$ cat src/design/assert_macros.svh
// assertion helpers included by the top-level rtl file
`ifndef ASSERT_MACROS_SVH
`define ASSERT_MACROS_SVH

// property that must hold at every clock edge outside reset
`define ASSERT_ALWAYS(label, prop, msg) \
  label: assert property (@(posedge clk_i) disable iff (!rst_ni) (prop)) else $error(msg);

// same-cycle implication
`define ASSERT_IMPLIES(label, ante, cons, msg) \
  label: assert property (@(posedge clk_i) disable iff (!rst_ni) (ante) |-> (cons)) \
    else $error(msg);

// next-cycle implication
`define ASSERT_NEXT(label, ante, cons, msg) \
  label: assert property (@(posedge clk_i) disable iff (!rst_ni) (ante) |=> (cons)) \
    else $error(msg);

`endif

$ cat src/design/dfstm_pkg.sv
`default_nettype none

package dfstm_pkg;

  // fixed field widths
  localparam int IdW        = 5;
  localparam int RowW       = 32;
  localparam int StampW     = 7;
  localparam int VcW        = 6;
  localparam int ResultCap  = 32;

  // defaults
  localparam int          MaxVerticesDflt = 32;
  localparam logic [5:0]  VertexCountRst  = 6'd32;

  // operation codes
  localparam logic FuncLoad = 1'b0;
  localparam logic FuncRun  = 1'b1;

  // sequencer states
  typedef enum logic [2:0] {
    StIdle,
    StScan,
    StPop,
    StRoot,
    StOutRd,
    StOutWr
  } dfstm_state_e;

  // input beat
  typedef struct packed {
    logic             func;
    logic [IdW-1:0]   row_index;
    logic [RowW-1:0]  row_bits;
    logic [IdW-1:0]   start_vertex;
  } dfstm_in_t;

  // result beat
  typedef struct packed {
    logic [IdW-1:0]    vertex_id;
    logic [StampW-1:0] discovery_time;
    logic [StampW-1:0] finish_time;
    logic [IdW-1:0]    parent_vertex;
    logic              has_parent;
    logic              last;
  } dfstm_res_t;

endpackage

`default_nettype wire

$ cat src/design/dfstm_ram.sv
`default_nettype none

// one write port, one registered read port
module dfstm_ram #(
  parameter int Width = 8,
  parameter int Depth = 32
) (
  input  wire logic                     clk_i,
  input  wire logic                     we_i,
  input  wire logic [$clog2(Depth)-1:0] waddr_i,
  input  wire logic [Width-1:0]         wdata_i,
  input  wire logic                     re_i,
  input  wire logic [$clog2(Depth)-1:0] raddr_i,
  output logic      [Width-1:0]         rdata_o
);

  logic [Width-1:0] mem [Depth];

  // write port
  always_ff @(posedge clk_i) begin
    if (we_i) begin
      mem[waddr_i] <= wdata_i;
    end
  end

  // read port, data held until the next read
  always_ff @(posedge clk_i) begin
    if (re_i) begin
      rdata_o <= mem[raddr_i];
    end
  end

endmodule

`default_nettype wire

$ cat src/design/dfs_timestamps_matrix_top.sv
// channel   dir  handshake                      payload
// input     in   start high, busy low           item_i (dfstm_pkg::dfstm_in_t)
// config    in   cfg_valid_i and cfg_ready_o    cfg_data_i (vertex count, 6 bits)
// result    out  res_valid_o, one-cycle strobe  res_o (dfstm_pkg::dfstm_res_t)
//
// a load beat writes one adjacency row if its index is in range; busy stays low
// a run scans the current vertex's row one adjacency bit at a time, pops the stack to resume
// a suspended vertex, checks each vertex in index order as a restart root, then reads results
// results come in vertex order, not back to back, and busy falls with the last one
// the receiver cannot stall the results
// reset clears the sequencer, counters and flags; vertex count resets to 32
`default_nettype none

`include "assert_macros.svh"

module dfs_timestamps_matrix_top #(
  parameter int MAX_VERTICES = dfstm_pkg::MaxVerticesDflt
) (
  input  wire logic                  clk_i,
  input  wire logic                  rst_ni,
  input  wire logic                  start,
  output logic                       busy,
  input  wire dfstm_pkg::dfstm_in_t  item_i,
  input  wire logic                  cfg_valid_i,
  output logic                       cfg_ready_o,
  input  wire logic [dfstm_pkg::VcW-1:0] cfg_data_i,
  output logic                       res_valid_o,
  output dfstm_pkg::dfstm_res_t      res_o
);

  localparam int NumV   = (MAX_VERTICES < dfstm_pkg::ResultCap) ?
                          MAX_VERTICES : dfstm_pkg::ResultCap;
  localparam int VW     = $clog2(NumV);
  localparam int JW     = $clog2(NumV + 1);
  localparam int FrameW = VW + JW;
  localparam int SW     = dfstm_pkg::StampW;
  localparam int RowW_L = dfstm_pkg::RowW;

  // registers
  dfstm_pkg::dfstm_state_e state_q, state_d;
  logic [dfstm_pkg::VcW-1:0] vc_q, vc_d;
  logic [JW-1:0]   n_q, n_d;
  logic [SW-1:0]   time_q, time_d;
  logic [JW-1:0]   depth_q, depth_d;
  logic [VW-1:0]   cur_u_q, cur_u_d;
  logic [JW-1:0]   cur_j_q, cur_j_d;
  logic [JW-1:0]   root_q, root_d;
  logic [NumV-1:0] visited_q, visited_d;
  logic [NumV-1:0] pok_q, pok_d;
  dfstm_pkg::dfstm_res_t res_q, res_d;
  logic            res_valid_q, res_valid_d;

  // control
  logic          accept;
  logic          run_go;
  logic          load_go;
  logic          s_in_range;
  logic [JW-1:0] n_run;
  logic          disc_en;
  logic [VW-1:0] disc_v;
  logic          push_en;
  logic          fin_en;
  logic          pop_rd;
  logic          par_we;
  logic          out_re;
  logic          scan_end;
  logic          scan_hit;
  logic          root_end;
  logic          root_white;
  logic          out_last;
  logic [SW-1:0] time_base;
  logic [SW-1:0] stamp;
  logic [JW-1:0] depth_m1;
  logic [JW-1:0] depth_m2;
  logic [JW-1:0] j_next;

  // memory ports
  logic                adj_re;
  logic [VW-1:0]       adj_raddr;
  logic [RowW_L-1:0]   adj_rdata;
  logic [SW-1:0]       st_rdata;
  logic [SW-1:0]       en_rdata;
  logic [VW-1:0]       par_rdata;
  logic [FrameW-1:0]   stk_rdata;
  logic [VW-1:0]       frame_u;
  logic [JW-1:0]       frame_j;

  // handshakes
  assign busy        = (state_q != dfstm_pkg::StIdle);
  assign cfg_ready_o = !busy;
  assign accept      = start && !busy;
  assign load_go     = accept && (item_i.func == dfstm_pkg::FuncLoad);
  assign run_go      = accept && (item_i.func == dfstm_pkg::FuncRun);

  // vertex count clamped to 1..NumV
  always_comb begin
    if (vc_q == '0) begin
      n_run = JW'(1);
    end else if (vc_q > dfstm_pkg::VcW'(NumV)) begin
      n_run = JW'(NumV);
    end else begin
      n_run = JW'(vc_q);
    end
  end

  assign s_in_range = ({1'b0, item_i.start_vertex} < dfstm_pkg::VcW'(n_run));

  // scan and restart decisions
  assign scan_end   = (cur_j_q >= n_q);
  assign scan_hit   = !scan_end && adj_rdata[cur_j_q[VW-1:0]] &&
                      !visited_q[cur_j_q[VW-1:0]];
  assign root_end   = (root_q >= n_q);
  assign root_white = !root_end && !visited_q[root_q[VW-1:0]];
  assign out_last   = (root_q == n_q - JW'(1));

  // stamp counter restarts with each run
  assign time_base = (state_q == dfstm_pkg::StIdle) ? '0 : time_q;
  assign stamp     = time_base + SW'(1);
  assign depth_m1  = depth_q - JW'(1);
  assign depth_m2  = depth_q - JW'(2);
  assign j_next    = cur_j_q + JW'(1);
  assign frame_u   = stk_rdata[FrameW-1 -: VW];
  assign frame_j   = stk_rdata[JW-1:0];

  // next state
  always_comb begin
    state_d = state_q;
    unique case (state_q)
      dfstm_pkg::StIdle: begin
        if (run_go) begin
          state_d = s_in_range ? dfstm_pkg::StScan : dfstm_pkg::StRoot;
        end
      end
      dfstm_pkg::StScan: begin
        if (!scan_hit && scan_end) begin
          state_d = (depth_q > JW'(1)) ? dfstm_pkg::StPop : dfstm_pkg::StRoot;
        end
      end
      dfstm_pkg::StPop: begin
        state_d = dfstm_pkg::StScan;
      end
      dfstm_pkg::StRoot: begin
        if (root_end) begin
          state_d = dfstm_pkg::StOutRd;
        end else if (root_white) begin
          state_d = dfstm_pkg::StScan;
        end
      end
      dfstm_pkg::StOutRd: begin
        state_d = dfstm_pkg::StOutWr;
      end
      dfstm_pkg::StOutWr: begin
        state_d = out_last ? dfstm_pkg::StIdle : dfstm_pkg::StOutRd;
      end
      default: begin
        state_d = dfstm_pkg::StIdle;
      end
    endcase
  end

  // sequencer outputs
  always_comb begin
    disc_en = 1'b0;
    disc_v  = '0;
    push_en = 1'b0;
    fin_en  = 1'b0;
    pop_rd  = 1'b0;
    par_we  = 1'b0;
    out_re  = 1'b0;
    unique case (state_q)
      dfstm_pkg::StIdle: begin
        if (run_go && s_in_range) begin
          disc_en = 1'b1;
          disc_v  = item_i.start_vertex[VW-1:0];
        end
      end
      dfstm_pkg::StScan: begin
        if (scan_hit) begin
          push_en = 1'b1;
          par_we  = 1'b1;
          disc_en = 1'b1;
          disc_v  = cur_j_q[VW-1:0];
        end else if (scan_end) begin
          fin_en = 1'b1;
          pop_rd = (depth_q > JW'(1));
        end
      end
      dfstm_pkg::StRoot: begin
        if (root_white) begin
          disc_en = 1'b1;
          disc_v  = root_q[VW-1:0];
        end
      end
      dfstm_pkg::StOutRd: begin
        out_re = 1'b1;
      end
      dfstm_pkg::StPop, dfstm_pkg::StOutWr: begin
      end
      default: begin
      end
    endcase
  end

  assign adj_re    = disc_en || (state_q == dfstm_pkg::StPop);
  assign adj_raddr = disc_en ? disc_v : frame_u;

  // datapath next values
  always_comb begin
    vc_d        = vc_q;
    n_d         = n_q;
    time_d      = time_q;
    depth_d     = depth_q;
    cur_u_d     = cur_u_q;
    cur_j_d     = cur_j_q;
    root_d      = root_q;
    visited_d   = visited_q;
    pok_d       = pok_q;
    res_d       = res_q;
    res_valid_d = 1'b0;

    if (cfg_valid_i && cfg_ready_o) begin
      vc_d = cfg_data_i;
    end

    // run start clears the per-run state
    if (run_go) begin
      n_d       = n_run;
      time_d    = '0;
      depth_d   = '0;
      root_d    = '0;
      visited_d = '0;
      pok_d     = '0;
    end

    // neighbor step or vertex finish
    if (state_q == dfstm_pkg::StScan && !scan_hit) begin
      if (scan_end) begin
        time_d  = time_q + SW'(1);
        depth_d = depth_m1;
      end else begin
        cur_j_d = j_next;
      end
    end

    if (par_we) begin
      pok_d[cur_j_q[VW-1:0]] = 1'b1;
    end

    // discover a vertex: new frame on top
    if (disc_en) begin
      time_d            = stamp;
      visited_d[disc_v] = 1'b1;
      cur_u_d           = disc_v;
      cur_j_d           = '0;
      depth_d           = (state_q == dfstm_pkg::StIdle) ? JW'(1) : depth_q + JW'(1);
    end

    // restart scan over vertices in index order
    if (state_q == dfstm_pkg::StRoot) begin
      root_d = root_end ? '0 : root_q + JW'(1);
    end

    // resume the suspended frame
    if (state_q == dfstm_pkg::StPop) begin
      cur_u_d = frame_u;
      cur_j_d = frame_j;
    end

    // result beat
    if (state_q == dfstm_pkg::StOutWr) begin
      res_valid_d          = 1'b1;
      res_d.vertex_id      = dfstm_pkg::IdW'(root_q[VW-1:0]);
      res_d.discovery_time = st_rdata;
      res_d.finish_time    = en_rdata;
      res_d.has_parent     = pok_q[root_q[VW-1:0]];
      res_d.parent_vertex  = pok_q[root_q[VW-1:0]] ?
                             dfstm_pkg::IdW'(par_rdata) : '0;
      res_d.last           = out_last;
      root_d               = root_q + JW'(1);
    end
  end

  // control registers
  always_ff @(posedge clk_i or negedge rst_ni) begin
    if (!rst_ni) begin
      state_q     <= dfstm_pkg::StIdle;
      vc_q        <= dfstm_pkg::VertexCountRst;
      n_q         <= JW'(NumV);
      time_q      <= '0;
      depth_q     <= '0;
      cur_u_q     <= '0;
      cur_j_q     <= '0;
      root_q      <= '0;
      visited_q   <= '0;
      pok_q       <= '0;
      res_valid_q <= 1'b0;
    end else begin
      state_q     <= state_d;
      vc_q        <= vc_d;
      n_q         <= n_d;
      time_q      <= time_d;
      depth_q     <= depth_d;
      cur_u_q     <= cur_u_d;
      cur_j_q     <= cur_j_d;
      root_q      <= root_d;
      visited_q   <= visited_d;
      pok_q       <= pok_d;
      res_valid_q <= res_valid_d;
    end
  end

  // result payload
  always_ff @(posedge clk_i) begin
    res_q <= res_d;
  end

  assign res_valid_o = res_valid_q;
  assign res_o       = res_q;

  // adjacency rows
  dfstm_ram #(.Width(RowW_L), .Depth(NumV)) u_adj (
    .clk_i   (clk_i),
    .we_i    (load_go && ({1'b0, item_i.row_index} < dfstm_pkg::VcW'(NumV))),
    .waddr_i (item_i.row_index[VW-1:0]),
    .wdata_i (item_i.row_bits),
    .re_i    (adj_re),
    .raddr_i (adj_raddr),
    .rdata_o (adj_rdata)
  );

  // discovery stamps
  dfstm_ram #(.Width(SW), .Depth(NumV)) u_start (
    .clk_i   (clk_i),
    .we_i    (disc_en),
    .waddr_i (disc_v),
    .wdata_i (stamp),
    .re_i    (out_re),
    .raddr_i (root_q[VW-1:0]),
    .rdata_o (st_rdata)
  );

  // finish stamps
  dfstm_ram #(.Width(SW), .Depth(NumV)) u_end (
    .clk_i   (clk_i),
    .we_i    (fin_en),
    .waddr_i (cur_u_q),
    .wdata_i (time_q + SW'(1)),
    .re_i    (out_re),
    .raddr_i (root_q[VW-1:0]),
    .rdata_o (en_rdata)
  );

  // predecessors
  dfstm_ram #(.Width(VW), .Depth(NumV)) u_parent (
    .clk_i   (clk_i),
    .we_i    (par_we),
    .waddr_i (cur_j_q[VW-1:0]),
    .wdata_i (cur_u_q),
    .re_i    (out_re),
    .raddr_i (root_q[VW-1:0]),
    .rdata_o (par_rdata)
  );

  // suspended frames: vertex and next neighbor
  dfstm_ram #(.Width(FrameW), .Depth(NumV)) u_stack (
    .clk_i   (clk_i),
    .we_i    (push_en),
    .waddr_i (depth_m1[VW-1:0]),
    .wdata_i ({cur_u_q, j_next}),
    .re_i    (pop_rd),
    .raddr_i (depth_m2[VW-1:0]),
    .rdata_o (stk_rdata)
  );

  // checks
  `ASSERT_IMPLIES(a_depth_bound, busy, depth_q <= n_q, "stack deeper than vertex count")
  `ASSERT_IMPLIES(a_root_empty, state_q == dfstm_pkg::StRoot, depth_q == '0, "restart with stack not empty")
  `ASSERT_NEXT(a_last_ends, res_valid_o && res_o.last, !res_valid_o, "beat after last result")
  `ASSERT_IMPLIES(a_scan_frame, state_q == dfstm_pkg::StScan, depth_q != '0 && cur_j_q <= n_q, "scan without a frame")

endmodule

`default_nettype wire
$ cat config.mk
export PLATFORM = sky130hd
export DESIGN_NAME = dfs_timestamps_matrix_top
export DESIGN_NICKNAME = d
export VERILOG_FILES = /design/src/design/dfstm_pkg.sv /design/src/design/dfstm_ram.sv /design/src/design/dfs_timestamps_matrix_top.sv
export VERILOG_INCLUDE_DIRS = /design/src /design/src/design
export SDC_FILE = /design/constraint.sdc
export NUM_CORES = 2
export LEC_CHECK = 0
export BUFFER_PORTS_ARGS = -buffer_cell sky130_fd_sc_hd__buf_4
export CORE_ASPECT_RATIO = 1.2
export CORE_MARGIN = 5
export CORE_UTILIZATION = 30
export DETAILED_ROUTE_END_ITERATION = 12
export GPL_TIMING_DRIVEN = 0
export SLEW_MARGIN = 10
export SYNTH_ARGS = -nofsm -noshare
export SYNTH_HDL_FRONTEND = slang
export SYNTH_HIERARCHICAL = 1
export SYNTH_SLANG_ARGS = --single-unit
$ cat constraint.sdc
create_clock -name clk_i -period 6.4 [get_ports clk_i]
set_clock_uncertainty 0.2 [all_clocks]
set_input_delay 1.28 -clock clk_i [delete_from_list [all_inputs] [get_ports clk_i]]
set_output_delay 1.28 -clock clk_i [all_outputs]
set_load 0.01 [all_outputs]
-- After elaboration in Yosys (flattened, before gate mapping)
Memory sizes are Yosys's and may differ from the RTL's. A register that Yosys moved wholly into a read port is not among the register bits.
Cells that the tools add are included.
W data, S select, Z words.
- muxes and demuxes: 72
- bitwise logic cells: 3
- order comparisons: 10
- equal/unequal tests: 10
- reduce and logical (&&, ||, !) cells: 27
- $add $sub $neg: 8
- operator list (cell ; count):
    $mux W32 ; 4
    $mux W6 ; 15
    $or A32 B32 Y32 ; 2
    $mux W7 ; 5
    $mux W5 ; 6
    $mux W1 ; 27
    $bmux W1 S5 ; 4
    $add A6 B1 Y6 const B ; 3
    $lt A5 B6 Y1 const B ; 3
    $pmux W3 S6 ; 1
    $mux W3 ; 5
    $pmux W5 S3 ; 1
    $add A7 B1 Y7 const B ; 2
    $ge A6 B6 Y1 ; 2
    $logic_and A1 B1 Y1 ; 12
    $sub A6 B1 Y6 const B ; 2
    $demux W1 S5 ; 2
    $ge A5 B1 Y1 const B ; 2
    $reduce_bool A3 Y1 ; 3
    $eq A3 B2 Y1 const B ; 2
    $eq A3 B3 Y1 const B ; 2
    $eq A6 B6 Y1 ; 1
    $gt A6 B1 Y1 const B ; 1
    $gt A6 B6 Y1 const B ; 1
    16 further kinds ; 22
- bits in writable memories: 1984
- memories: 5
- register bits: 136
- bits of input ports: 53
- output and inout port bits: 29
- word-level logic and storage cells: 152
- memory list (memory ; depth ; bits a word ; rd ports ; clocked after memory_dff ; write ports ; line ; source):
    u_adj.mem ; 32 ; 32 ; 1 ; 1 ; 1 ; dfstm_ram.sv:17 ; logic [Width-1:0] mem [Depth];
    u_stack.mem ; 32 ; 11 ; 1 ; 1 ; 1 ; dfstm_ram.sv:17 ;
    u_end.mem ; 32 ; 7 ; 1 ; 1 ; 1 ; dfstm_ram.sv:17 ;
    u_start.mem ; 32 ; 7 ; 1 ; 1 ; 1 ; dfstm_ram.sv:17 ;
    u_parent.mem ; 32 ; 5 ; 1 ; 1 ; 1 ; dfstm_ram.sv:17 ;

-- Logic depth before layout (Yosys ltp)
- depth in word-level cells: 13
- depth in mapped cells: 22
- depth with buffers taken out: 15

-- Hierarchy
Netlist, hierarchy kept.
- modules (own cells, without submodules) (module ; area an instance (µm²) ; instances ; sequential area each (µm²) ; cells an instance):
    dfstm_ram (u_adj) ; 40815.4 ; 1 ; 31710.4 ; 2260
    dfstm_ram (u_end ...) ; 8903.5 ; 2 ; 6936.7 ; 370
    dfstm_ram (u_stack) ; 14310.0 ; 1 ; 10900.5 ; 801
    dfs_timestamps_matrix_top ; 7780.0 ; 1 ; 3535.9 ; 743
    dfstm_ram (u_parent) ; 6394.9 ; 1 ; 4954.8 ; 277

-- Worst setup path after synthesis
No wires, ideal clock.
- path type: register to register
- start point: register root_q[0]
- end point: register u_adj.rdata_o[10], read port of u_adj.mem, data pin
- path slack: 1491 ps
- arrival time: 4445 ps
- stages on the path, launching flop included: 22
- path buffers: 6
- clock period less this slack: 4909 ps
- path through: dfrtp_1 -> buf_4 -> buf_6 -> buf_1 -> inv_1 -> ha_1 -> nand2b_1 -> a21o_1 -> a21o_1 -> a211o_1 -> nor3_4 -> nor3_2 -> clkbuf_1 -> nand2_1 -> nand2_1 -> nor2_1 -> buf_2 -> clkbuf_1 -> a22o_1 -> nor3_1 -> a31oi_1 -> nand3_1
- cells in the longest elaborated chain, start to end: 7
- elaborated cells on any way between the ends: 12
- those cells by class: 1 x order compare; 7 x mux; 4 x reduce/logical
- ends and longest elaborated chain (element ; line ; source):
    start, declared ; dfs_timestamps_matrix_top.sv:47 ; logic [JW-1:0] root_q, root_d;
    start signal, assigned ; dfs_timestamps_matrix_top.sv:305 ; root_q <= root_d;
    $bmux W1 S5 ; dfs_timestamps_matrix_top.sv:113 ; assign root_white = !root_end && !visited_q[root_q[VW-1:0]];
    $mux W1 (not written as such) ; dfs_timestamps_matrix_top.sv:113 ;
    $logic_not A1 Y1 ; dfs_timestamps_matrix_top.sv:113 ;
    $logic_and A1 B1 Y1 (*) ; dfs_timestamps_matrix_top.sv:113 ;
    $mux W5 or $mux W1 (tied branches) ; dfs_timestamps_matrix_top.sv:189 ; if (root_white) begin
    $pmux W5 S3 or $pmux W1 S3 (tied branches) ; dfs_timestamps_matrix_top.sv:170 ; unique case (state_q)
    $mux W5 (*) ; dfs_timestamps_matrix_top.sv:205 ; assign adj_raddr = disc_en ? disc_v : frame_u;
    named net adj_raddr[1] ; dfs_timestamps_matrix_top.sv:79 ; logic [VW-1:0] adj_raddr;
    end, declared ; dfstm_ram.sv:14 ; output logic [Width-1:0] rdata_o
Mark *: on every way through the listed nets, which the timed path passes. The rest lies on a longest branch. The select of a mux whose other input is x is not followed.
A chain may end at the register's enable or synchronous reset.

-- Worst setup path after layout
- start point: register cur_j_q[1]
- end point: register u_adj.rdata_o[22], read port of u_adj.mem, data pin
- cells in the longest elaborated chain, start to end: 7
- elaborated cells on any way between the ends: 15
- those cells by class: 1 x order compare; 9 x mux; 5 x reduce/logical
- ends and longest elaborated chain (element ; line ; source):
    start, declared ; dfs_timestamps_matrix_top.sv:46 ; logic [JW-1:0] cur_j_q, cur_j_d;
    start signal, assigned ; dfs_timestamps_matrix_top.sv:304 ; cur_j_q <= cur_j_d;
    $bmux W1 S5, or another cell as far along ; dfs_timestamps_matrix_top.sv:110 ; assign scan_hit = !scan_end && adj_rdata[cur_j_q[VW-1:0]] &&
    $mux W1 (not written as such), or another cell as far along ; dfs_timestamps_matrix_top.sv:110 ;
    $logic_and A1 B1 Y1 or $logic_not A1 Y1 (tied branches) ; dfs_timestamps_matrix_top.sv:110, dfs_timestamps_matrix_top.sv:111 ;
    $logic_and A1 B1 Y1 (*) ; dfs_timestamps_matrix_top.sv:110 ;
    $mux W5 or $mux W1 (tied branches) ; dfs_timestamps_matrix_top.sv:178 ; if (scan_hit) begin
    $pmux W5 S3 or $pmux W1 S3 (tied branches) ; dfs_timestamps_matrix_top.sv:170 ;
    $mux W5 (*) ; dfs_timestamps_matrix_top.sv:205 ;
    named net adj_raddr[2] ; dfs_timestamps_matrix_top.sv:79 ;
Marks and branches as above.

==> metrics.md <==
| Metric | Value |
|---|---|
| R2R cell count | `18` |
| Largest net degree at the start of global routing | `70` |
| CTS tree | `done` |
| Sequential standard cell area | `roughly 65000 sq um` |
| Reg-to-Reg Start | `cur_j_q[1]$_DFFE_PN0P_` |
| Element type at the critical path start | `register` |
| Share of the synthesized area in the top cell type | `0.7143` |
| Routability-driven placement congestion ratio | `0.8223` |
| Clock buffer depth | `3` |
| Sequential area share after synthesis | `0.7459` |
| H-Tree Depth | `4` |
| Syn Area/Cell | `between 15 and 20 sq um` |
| Total I/O pin count | `82` |
| Ranking of synthesized cells by area | `edfxtp_1, mux2i_1, mux4_2` |
| HP Class | `in2async` |
| Wire per inst | `between 20 and 25 microns` |
| Status | `completed` |
| Required @ worst endpoint | `a little under 7 ns` |
| Initial antenna violation count | `9` |
| Leakage | `approximately 33 nW` |
| Switching power total | `about 0.02 W` |
| Crit-path max FO | `10` |
| Worst Path Arrival | `6.68 ns` |
| Post-synth EDFFs | `around 2100` |
| Initial Utilization | `0.3015` |
| Logic pwr share | `0.406` |
| Post-synthesis async set-or-reset flop share | `0.05041` |
| Cell with the most instances after synthesis | `edfxtp_1` |
| Die W | `approximately 500 microns` |
| Setup TNS | `0 ns` |
| Post-synth top flop | `edfxtp_1` |
| Drt pass-1 iters | `7` |
| Remaining design rule violation count | `0` |
| CTS Buf Count | `~210` |
| Reg2reg end | `u_adj/rdata_o[22]$_DFFE_PP_` |
| Clock root buffer | `clkbuf_16` |
| Post-synthesis cell area | `87110 sq um` |
| Cell variety after synth | `71` |
| P per Cell Area | `512.5 nW/um^2` |
| Slew HR | `0.1879` |
| Max Slew Vio Count | `0` |
| Worst-Margin Slew | `~1.2 ns` |
| Post-synth top cells | `edfxtp_1, mux2i_1, nor2_1` |
| Critical path, cell by cell | `buf_2, clkbuf_2, a221oi_1, a21oi_1, o211ai_2, nor4_4, buf_6, nor3_4, clkbuf_1, nand2_1, nand2_1, nor2_1, clkbuf_4, clkbuf_4, buf_2, nand2_1, a31oi_1, nand3_1` |
| Area of the multi-input gates | `around 21000 sq um` |
| Sequential share of power | `0.358` |
| RSZ-0062 raised after global routing | `false` |
| Layout filler cell count | `between 20000 and 30000` |
| TritonCTS Sinks | `2182` |
| Share of layout cells above drive strength 1 | `0.1757` |
| Row cnt | `between 200 and 250` |
| Vias per inst | `4.952` |
| Synthesized Nets | `slightly below 5000` |
| FMAX | `0.1577 GHz` |
| CP max-delay cell | `dfrtp_1` |
| Worst-skew pair later-pin latency | `~0.86 ns` |
| Post-DP HPWL | `approximately 140 mm` |
| DRT iter0 DRCs | `around 4100` |
| Final net count | `approximately 5300` |
| Antenna viol nets, final | `0` |
| Fin. Hold Viols | `0` |
| Buffers added on ports | `just over 80` |
| Crit path from | `cur_j_q[1]$_DFFE_PN0P_` |
| GRT overflow | `0` |
| P_int | `~0.032 W` |
| Post-route cell area | `100900 sq um` |
| Final Util | `0.3491` |
| VDD IR max | `roughly 400 uV` |
| Clock power frac | `0.236` |
| Switching fraction of total power | `0.3770` |
| Min cycle time layout | `roughly 6.3 ns` |
| Flop2flop setup slack | `between 0.05 and 0.06 ns` |
| Max cap viols | `0` |
| Largest stage delay on the critical path | `between 0.6 and 0.7 ns` |
| Dominant cell type by area after synthesis | `edfxtp_1` |
| Post-place instance area | `~94000 sq um` |
| Final wirelength | `212.2 mm` |
| Vias in the first global route | `46331` |
| DR vias | `~45000` |
| Post-Synthesis Cells | `a little under 5000` |
| Area delta synth->final | `15.78%` |
| Hold_ws | `just over 0.2 ns` |
| Number of synthesis warnings | `6` |
| Fin crit share | `0.9911` |
| CP endpoint kind | `register` |
| Cell mode on critical path | `nand2_1` |
| Clk slew on worst S/H paths | `0.07 ns` |
| Full die area | `301300 sq um` |
| Die Ht | `600.3 microns` |
| Core Region | `288900 sq um` |
| GRT Total Usage | `0.1377` |
| Cts hold-fix bufs | `0` |
| Setup violators final | `0` |
| Kind of critical path | `reg2reg` |
| Global-route wire length before repair | `about 310 mm` |
| Register bit count reported by yosys | `2182` |
-- sequential cells by signal (all words and copies together), names as in the netlist, 32 cells and up --
name and count:
pok_q 32, u_adj/mem 1024, u_adj/rdata_o 32, u_end/mem 224
u_parent/mem 160, u_stack/mem 352, u_start/mem 224, visited_q 32
-- power by group through the flow --
stage	Sequential, W	Clock [W]	Combinational (W)
5_1_grt	0.0186	0.0130	0.0222
4_1_cts	0.0185	0.0124	0.0210
3_3_place_gp	0.0190	0	0.0204
2_1_floorplan	0.0185	0	0.0133
6_report	0.0185	0.0122	0.0210
3_5_place_dp	0.0188	0	0.0209
-- worst max path at each step --
| stage | to | slack [ns] | cells past startpoint |
|---|---|---|---|
| 6_report | u_adj/rdata_o[22]$_DFFE_PP_ | 0.06 | 18 |
| 5_1_grt | u_adj/rdata_o[28]$_DFFE_PP_ | 0.002 | 20 |
| 4_1_cts | u_adj/rdata_o[29]$_DFFE_PP_ | 0.08 | 20 |
| 3_5_place_dp | u_adj/rdata_o[18]$_DFFE_PP_ | -1.66 | 20 |
| 3_3_place_gp | u_adj/rdata_o[18]$_DFFE_PP_ | -1.56 | 20 |
| 2_1_floorplan | u_adj/rdata_o[10]$_DFFE_PP_ | 1.49 | 21 |
-- routing by layer --
layer / wire [microns] / track usage
met1: 87070 / 0.1770
met2: 107400 / 0.2403
met4: 5375 / 0.03814
met3: 12400 / 0.02336
met5: 0 / 0
-- critical path: cells and delay by family, from the launching register on --
family	cells	cell delay, ns
AO/OA/AOI/OAI	4	1.18
buffers and inverters	7	2.31
flip-flops	1	0.69
AND/OR/NAND/NOR	7	1.62
-- kinds of logic (layout without fill, tap and decap cells) --
logic type | after synthesis | count (layout) | share of synthesized area
other cells | 0 | 4 | 0
fa+ha+maj | 30 | 30 | 0.004309
xor+xnor | 32 | 32 | 0.003218
mux | 942 | 942 | 0.1390
compound gates | 559 | 559 | 0.04505
buf+inv | 294 | 823 | 0.01984
simple gates | 782 | 782 | 0.04265
flops | 2182 | 2182 | 0.7459
-- metrics by stage --
stage	worst slack (ns)	total power [W]	cells
6_report	0.05687	0.05169	9169
5_1_grt	0.002347	0.05387	9165
4_1_cts	0.07596	0.05199	9165
3_5_place_dp	-1.656	0.03976	8768
3_3_place_gp	-1.555	0.03933	8717
2_1_floorplan	1.491	0.03178	4821
-- layout make-up --
class,instances,share of cell area
Clock inverter,132,0.01206
Timing Repair Buffer,134,0.01731
Multi-Input combinational cell,2345,0.2063
Antenna cell,4,0.00009925
Tap cell,3815,0.04733
Inverter,36,0.001389
Buffer,258,0.01616
Sequential cell,2182,0.6445
Clock buffer,263,0.05492
-- placed cells by master, fill, tap and decap left out, types with 27 or more instances in the layout --
| master | Yosys | final |
|---|---|---|
| a21oi_1 | 138 | 138 |
| a22o_1 | 118 | 118 |
| a22oi_1 | 140 | 140 |
| a31oi_1 | 51 | 47 |
| buf_2 | 60 | 58 |
| buf_4 | 41 | 124 |
| buf_6 | 43 | 50 |
| clkbuf_1 | 94 | 123 |
| clkbuf_16 | 0 | 214 |
| clkinv_1 | 0 | 56 |
| clkinv_2 | 0 | 32 |
| dfrtp_1 | 108 | 101 |
| edfxtp_1 | 2072 | 2072 |
| ha_1 | 30 | 29 |
| inv_1 | 31 | 29 |
| mux2_2 | 27 | 27 |
| mux2i_1 | 704 | 704 |
| mux4_2 | 209 | 209 |
| nand2_1 | 210 | 209 |
| nand3_1 | 165 | 165 |
| nand3b_1 | 28 | 28 |
| nor2_1 | 211 | 175 |
| nor2_4 | 0 | 33 |
| nor3_1 | 52 | 52 |
| o21ai_0 | 51 | 51 |
-- what timing repair did --
item                                    4_1_cts  5_1_grt
resized for setup                            25       23
pin swaps                                     1        0
endpoints found under the setup margin      109       31
buffers inserted                              2        0
Note: power is estimated with default switching activity, not from simulation.
